$ cat config.mk
export PLATFORM = sky130hd
export DESIGN_NAME = lpht_ctrl
export DESIGN_NICKNAME = d
export VERILOG_FILES = /design/src/rtl/lpht_pkg.sv /design/src/rtl/lpht_ctrl.sv
export SDC_FILE = /design/constraint.sdc
export NUM_CORES = 1
export LEC_CHECK = 0
export BUFFER_PORTS_ARGS = -buffer_cell sky130_fd_sc_hd__buf_4
export CORE_MARGIN = 1
export CORE_UTILIZATION = 30
export CTS_BUF_LIST = sky130_fd_sc_hd__clkbuf_8 sky130_fd_sc_hd__clkbuf_16
export CTS_CLUSTER_SIZE = 24
export DETAILED_ROUTE_END_ITERATION = 10
export PLACE_DENSITY = 0.67
export SLEW_MARGIN = 20
export SYNTH_ARGS = -nofsm -noshare
export SYNTH_HDL_FRONTEND = slang
export SYNTH_SLANG_ARGS = --single-unit
$ cat constraint.sdc
create_clock -name clk -period 1.7 [get_ports clk]
set_input_delay 0.085 -clock clk [delete_from_list [all_inputs] [get_ports clk]]
set_output_delay 0.085 -clock clk [all_outputs]
set_load 0.03 [all_outputs]
$ cat src/rtl/lpht_pkg.sv
// Shared types and constants of the linear-probe hash table.
// Used by lpht_ctrl, lpht_dp, linear_probe_hash_table and the testbench; depends on nothing.
package lpht_pkg;

  localparam int CAPACITY = 256;
  localparam int IDX_W    = $clog2(CAPACITY);
  localparam int CNT_W    = IDX_W + 1;
  localparam int DATA_W   = 32;

  localparam logic [2:0] MODE_GET     = 3'd0;
  localparam logic [2:0] MODE_SET     = 3'd1;
  localparam logic [2:0] MODE_DELETE  = 3'd2;
  localparam logic [2:0] MODE_CLEAR   = 3'd3;
  localparam logic [2:0] MODE_ITERATE = 3'd4;

  localparam logic [1:0] ST_OK        = 2'd0;
  localparam logic [1:0] ST_NOT_FOUND = 2'd1;
  localparam logic [1:0] ST_FULL      = 2'd2;
  localparam logic [1:0] ST_END       = 2'd3;

  localparam logic [1:0] MARK_EMPTY   = 2'd0;
  localparam logic [1:0] MARK_DELETED = 2'd1;
  localparam logic [1:0] MARK_FULL    = 2'd2;

  // Commands from the controller to the datapath.
  typedef struct packed {
    logic       accept;     // latch the request word and seed the probe
    logic       rd_en;      // read the slot memories at the current position
    logic       step;       // advance the position by one slot
    logic       wipe;       // mark the current slot empty
    logic       note_free;  // remember the current slot as the first free one
    logic       set_match;  // the current slot holds the requested key
    logic       finish;     // apply the update and load the result word
    logic [1:0] fin_status;
  } lpht_cmd_t;

  // Status from the datapath to the controller.
  typedef struct packed {
    logic [2:0] mode;
    logic       count_zero;
    logic       start_beyond;  // incoming start slot lies at or past the end
    logic       empty;         // mark of the slot read last
    logic       deleted;
    logic       full;
    logic       key_match;     // stored hash and key equal the request
    logic       probe_last;    // this is the last slot a probe may visit
    logic       pos_last;      // current position is the highest slot
    logic       has_free;
    logic       out_free;      // the result register can take a word
  } lpht_stat_t;

endpackage

$ cat src/rtl/lpht_ctrl.sv
// Controller of the linear-probe hash table: sequences probes, scans, the
// clearing pass and result delivery. Depends on lpht_pkg.
module lpht_ctrl (
  input  logic                 clk,
  input  logic                 rst_n,
  input  logic                 in_valid,
  input  logic [2:0]           in_mode,
  output logic                 in_stall,
  input  lpht_pkg::lpht_stat_t stat,
  output lpht_pkg::lpht_cmd_t  cmd
);
  import lpht_pkg::*;

  localparam logic [2:0] S_IDLE = 3'd0;
  localparam logic [2:0] S_PRD  = 3'd1;
  localparam logic [2:0] S_PCMP = 3'd2;
  localparam logic [2:0] S_IRD  = 3'd3;
  localparam logic [2:0] S_ICHK = 3'd4;
  localparam logic [2:0] S_WIPE = 3'd5;
  localparam logic [2:0] S_DONE = 3'd6;
  localparam logic [2:0] S_INIT = 3'd7;

  logic [2:0] state_r, state_nxt;
  logic [1:0] res_r, res_nxt;
  logic       free_now, is_set;

  assign in_stall = (state_r != S_IDLE);
  assign free_now = stat.has_free || stat.empty || stat.deleted;
  assign is_set   = (stat.mode == MODE_SET);

  always_comb begin
    state_nxt      = state_r;
    res_nxt        = res_r;
    cmd            = '0;
    cmd.fin_status = res_r;
    unique case (state_r)
      S_INIT: begin
        cmd.wipe = 1'b1;
        cmd.step = 1'b1;
        if (stat.pos_last) state_nxt = S_IDLE;
      end
      S_IDLE: begin
        if (in_valid) begin
          cmd.accept = 1'b1;
          state_nxt  = S_DONE;
          case (in_mode) inside
            MODE_GET, MODE_DELETE: begin
              res_nxt = ST_NOT_FOUND;
              if (!stat.count_zero) state_nxt = S_PRD;
            end
            MODE_SET:   state_nxt = S_PRD;
            MODE_CLEAR: begin
              res_nxt   = ST_OK;
              state_nxt = S_WIPE;
            end
            MODE_ITERATE: begin
              res_nxt = ST_END;
              if (!stat.start_beyond) state_nxt = S_IRD;
            end
            default: res_nxt = ST_NOT_FOUND;
          endcase
        end
      end
      S_PRD: begin
        cmd.rd_en = 1'b1;
        state_nxt = S_PCMP;
      end
      S_PCMP: begin
        cmd.note_free = stat.empty || stat.deleted;
        if (stat.full && stat.key_match) begin
          cmd.set_match = 1'b1;
          res_nxt       = ST_OK;
          state_nxt     = S_DONE;
        end else if (stat.empty || stat.probe_last) begin
          if (is_set) begin
            res_nxt = free_now ? ST_OK : ST_FULL;
          end else begin
            res_nxt = ST_NOT_FOUND;
          end
          state_nxt = S_DONE;
        end else begin
          cmd.step  = 1'b1;
          state_nxt = S_PRD;
        end
      end
      S_IRD: begin
        cmd.rd_en = 1'b1;
        state_nxt = S_ICHK;
      end
      S_ICHK: begin
        if (stat.full) begin
          res_nxt   = ST_OK;
          state_nxt = S_DONE;
        end else if (stat.pos_last) begin
          state_nxt = S_DONE;
        end else begin
          cmd.step  = 1'b1;
          state_nxt = S_IRD;
        end
      end
      S_WIPE: begin
        cmd.wipe = 1'b1;
        cmd.step = 1'b1;
        if (stat.pos_last) state_nxt = S_DONE;
      end
      S_DONE: begin
        if (stat.out_free) begin
          cmd.finish = 1'b1;
          state_nxt  = S_IDLE;
        end
      end
      default: state_nxt = S_IDLE;
    endcase
  end

  always_ff @(posedge clk) begin
    if (!rst_n) begin
      state_r <= S_INIT;
      res_r   <= ST_OK;
    end else begin
      state_r <= state_nxt;
      res_r   <= res_nxt;
    end
  end

  a_finish_free: assert property (@(posedge clk) disable iff (!rst_n)
    cmd.finish |-> stat.out_free)
    else $error("finish issued while the result register is busy");
  a_accept_busy: assert property (@(posedge clk) disable iff (!rst_n)
    cmd.accept |=> in_stall)
    else $error("input not stalled after accepting a word");
  a_read_then_compare: assert property (@(posedge clk) disable iff (!rst_n)
    (state_r == S_PCMP) |-> $past(cmd.rd_en))
    else $error("compare without a slot read in the cycle before");

endmodule

==> metrics.txt, run 1 <==
status=finished, final reports clean; Die Y-Extent=44.6 um; CTS root buf=clkbuf_8; P&R area growth vs syn=53.9%; Vias per Instance=5.25; Antenna Nets Post-Route=0; Post-Route WL=1.57 mm; WP data arrival=1.71 ns; Synthesis Warnings=0; clock slew at reported path FFs=0.03 ns; Avg WL per Cell=12.5 um; Max-slew headroom=68.6%; CP required=1.81 ns; CP startpoint kind=flop; IO buf count=28; Crit Path Category=reg2reg; worst skew pair latency=0.22 ns; nets@finish=121; share of the synthesized area in the top cell type=18.3%; width of the die=44.6 um; Static Leak=0.370 nW; residual DRC count=0; vias=662; Die ar.=1990 um^2; CTS Buffer Depth=2; Min Clock Period, post-route=1.60 ns; initial core utilization=31.9%; syn_nets=89; Seq/Total Area, Yosys=18.3%; first-pass GRT wire length=2.43 mm; critical-path maximum fanout=13; Power Density=1050 nW/um^2; antenna fix cells=0; placed cells=122; Critical Path End Type=flop; most common cell in the netlist=nor2_1; Slew Viols, Final=0; Hold WC Path Type=in2reg; clock skew=0.000823 ns; GRT Residual Overflow=0; # H-tree levels=1; I/O pin cnt=29; top cell type by total area after synthesis=dfxtp_1; Fillers=180; final cell count without fillers=126; largest net degree at the start of global routing=15; Final period util=94.2%; slew at the pin with the worst max-slew slack=0.467 ns; # rows=15; Max VDD drop=0.665 mV; Area contributors post-synth=dfxtp_1 18%, nor2_1 7.6%, a221oi_2 5.5%; Final HPWL DP=1.24 mm; Synth cell types=38; Post-Syn Area per Cell=7.79 um^2; drt pass-1 iters=4; Cells after Synth=70; f_max=624 MHz; cts repair resizes=0; Min Hold Slack=0.0608 ns; register bit count reported by yosys=5; max cap viols=0; total track usage=17.2%; CTS tree=built; most frequent cells after synthesis=11 x nor2_1, 5 x dfxtp_1, 4 x a21oi_1, 4 x inv_1; Sink Count=5; # Post-CTS Setup Buffers=0; Core Box Area=1710 um^2; setup_tns=0 ns; Setup Viol. Count Final=0; number of buffers created by CTS=3; EDFF count, synth=0; hold_buf cts=0; RSZ-0062 raised after global routing=no; initial DRC count=15; vias in the first global route=572; final hold vios=0; initial antenna violation count=0; Mapped Area=546 um^2; top_reg_cell synth=dfxtp_1; share of cells above drive strength 1=44.6%; Async S/R FF share, synth=0%; Final GP Congestion=0.867
==> layer usage <==
layer | vias up | wire, um | track usage (%)
li1 | 329 | - | -
met3 | 5 | 143 | 3.67
met4 | 0 | 29 | 9.09
met2 | 39 | 713 | 27.4
met1 | 289 | 683 | 21.5
met5 | - | 0 | 0
==> critical path, stage by stage, from the launching register on <==
cell      delay (ns)
dfxtp_1         0.57
nor2b_1         0.15
a311oi_1        0.47
o311a_1         0.24
o21ai_1         0.07
==> layout make-up <==
| class | instances | area [um^2] | area share, % |
|---|---|---|---|
| tap | 25 | 31.3 | 3.73 |
| inverter | 4 | 15.0 | 1.79 |
| timing repair buffer | 30 | 225 | 26.8 |
| clock buffer | 3 | 41.3 | 4.92 |
| clock inverter | 1 | 3.75 | 0.447 |
| sequential | 5 | 101 | 12.1 |
| multi-input combinational | 58 | 422 | 50.2 |
==> registers in the layout, summed over array words and instances, names as in the netlist <==
register	flops
res_r	2
state_r	3
==> metrics by stage <==
step	worst slack, ns	util, %	power (mW)	cell area [um^2]
after detailed placement	0.153	46.1	0.665	787
after floorplan	0.112	-	0.513	552
final	0.0987	49.2	0.885	840
after global placement	0.169	46.1	0.657	787
after CTS	0.0698	48.7	0.887	832
after global routing	0.0204	49.2	0.948	840
==> placed cells by master (no fill, tap or decap), types with 2 or more instances in the layout <==
cell type and n:
buf_4 30, nor2_1 11, inv_1 5, a21oi_1 4, dfxtp_1 4, clkbuf_8 3, nand2_1 2, nor3_1 2
or3_1 2, nor2b_1 2, and3b_1 2, o21a_1 2, a221oi_2 2, o21ai_1 2, a31oi_1 2, o211ai_1 2
==> cells by family (layout without fill, tap and decap cells) <==
group	after synthesis	after routing	synth area share, %
AND/OR/NAND/NOR	34	34	38.5
AO/OA/AOI/OAI	23	23	34.9
buffers and inverters	7	38	6.65
flip-flops	5	5	18.3
XOR/XNOR	1	1	1.61
==> where the power goes <==
| part | internal [mW] | leakage (nW) | total [mW] | switching (mW) |
|---|---|---|---|---|
| logic | 0.208 | 0.302 | 0.458 | 0.250 |
| registers | 0.149 | 0.0411 | 0.210 | 0.0611 |
| clock network | 0.155 | 0.0269 | 0.216 | 0.0612 |
| total | 0.512 | 0.370 | 0.885 | 0.373 |
==> final timing paths <==
kind | start | to | slack [ns] | cells after the start
hold reg to reg | res_r[1] | res_r[1] | 0.54 | 2
hold / removal | rst_n | state_r[1] | 0.06 | 2
setup / recovery | state_r[0] | state_r[1] | 0.1 | 4
setup reg to reg | state_r[0] | state_r[1] | 0.1 | 4
Note: power is estimated with default switching activity, not from simulation.
==> run 2, diff against run 1 <==
- REMOVE_ABC_BUFFERS: default -> 1
==> run 2 against run 1 <==
Net effect: total power decreased by 0.37%; clock power about the same; final cell count grew 0.79%; die area unchanged; clock skew rose by 0.0016 ns; sequential share of layout area shrank 0.15 points; flip-flop and latch count unchanged; register-to-register slack gained 0.04 ns.
==> metrics.txt, run 2 (same netlist as run 1, synthesis figures left out) <==
Crit Path Category=reg2out; initial DRC count=4; Max VDD drop=0.981 mV; antenna fix cells=0; fin util=49.2%; critical-path maximum fanout=14; Die ar.=1990 um^2; placed cells=123; reg2reg start=state_r[1]; Critical Path End Type=output port; residual DRC count=0; Critical path origin=state_r[2]; most frequent cells in the layout=31 x buf_4, 11 x nor2_1, 5 x inv_1, 5 x dfxtp_1, 4 x a21oi_1; number of buffers created by CTS=3; worst setup path endpoint=cmd[2]; max reg flops=3; width of the die=44.6 um; Crit Reg-Reg Endpoint=res_r[1]; drt pass-1 iters=4; WP data arrival=1.50 ns; CTS Buffer Depth=2; Setup Viol. Count Final=0; Max-slew headroom=70.1%; R2R cell count=4; # rows=15; CTS root buf=clkbuf_8; Static Leak=0.375 nW; Vias per Instance=5.03; CTS tree=built; Min Clock Period, post-route=1.59 ns; largest net degree at the start of global routing=15; share of cells above drive strength 1=43.1%; f_max=630 MHz; initial antenna violation count=0; initial core utilization=31.9%; Tot Pwr=881 uW; Die Y-Extent=44.6 um; total track usage=15.9%; worst skew pair latency=0.22 ns; Avg WL per Cell=11.7 um; P&R area growth vs syn=53.9%; Slew Viols, Final=0; vias=639; IO buf count=28; Final GP Congestion=0.818; first-pass GRT wire length=2.29 mm; Sink Count=5; reg-to-reg slack, setup=0.14 ns; clock slew at reported path FFs=0.04 ns; Final HPWL DP=1.11 mm; Power Density=1050 nW/um^2; Post-Route WL=1.49 mm; hold path depth=2; GRT Residual Overflow=0; final cell count without fillers=127; Post-DP Area=788 um^2; commonest non-fill, non-tap cell in the layout=buf_4; Largest regs=state_r x3, res_r x2; CP required=1.62 ns; Core Box Area=1710 um^2; Biggest register=state_r; Antenna Nets Post-Route=0; Hold WC Path Type=in2reg; Min Hold Slack=0.0584 ns; max cap viols=0; clock skew=0.00240 ns; CP startpoint kind=flop; slew at the pin with the worst max-slew slack=0.445 ns; Final Cell Area=840 um^2; status=finished, final reports clean; final hold vios=0; nets@finish=122; vias in the first global route=541; Final period util=93.3%; I/O pin cnt=29; # H-tree levels=1
## run 2: changes by cell type in the layout (fill, tap and decap cells not counted), sizes merged
cell  previous run  this run
buf             30        31
## run 2: worst max-delay path: stages, from the launching register on
cell and delay (ns):
dfxtp_1 0.56, nor2b_1 0.36, and3_1 0.20, buf_4 0.15
## run 2: repair_timing
| item | 4_1_cts | 5_1_grt |
|---|---|---|
| endpoints found under the setup margin | 0 | 1 |
| hold buffers | 0 | 0 |
| resized for setup | 0 | 1 |
| buffers inserted | 0 | 0 |
## run 2: worst min-delay path by stage
stage / from / to / slack (ns)
6_report: rst_n / state_r[1] / 0.06
5_1_grt: rst_n / state_r[1] / 0.07
4_1_cts: rst_n / state_r[1] / 0.06
3_5_place_dp: rst_n / state_r[1] / 0.29
3_3_place_gp: rst_n / state_r[1] / 0.29
2_1_floorplan: rst_n / state_r[1] / 0.16
## run 2: report_power, final
part | switching (mW) | internal [mW] | total (mW)
registers | 0.0619 | 0.147 | 0.209
clock network | 0.0581 | 0.155 | 0.213
logic | 0.248 | 0.212 | 0.460
total | 0.368 | 0.514 | 0.881
## run 2: per-layer routing
metal  track usage (%)  vias to the layer above  routed length [um]
li1                  -                      332                   -
met1              19.2                      283                 682
met2              26.2                       24                 709
met3              5.31                        0                  96
met4              5.45                        0                   0
met5                 0                        -                   0
## run 2: area by class of cell
class	count	area (um^2)
Clock buffer	3	41.3
Clock inverter	1	3.75
Fill cell	185	868
Inverter	4	15.0
Multi-Input combinational cell	58	415
Sequential cell	5	100
Tap cell	25	31.3
Timing Repair Buffer	31	233
## run 2: metrics by stage
step,TNS [ns],setup slack [ns]
2_1_floorplan,-1.07,-0.518
3_3_place_gp,0,0.162
3_5_place_dp,0,0.148
4_1_cts,0,0.0861
5_1_grt,-0.000345,-0.000345
6_report,0,0.114
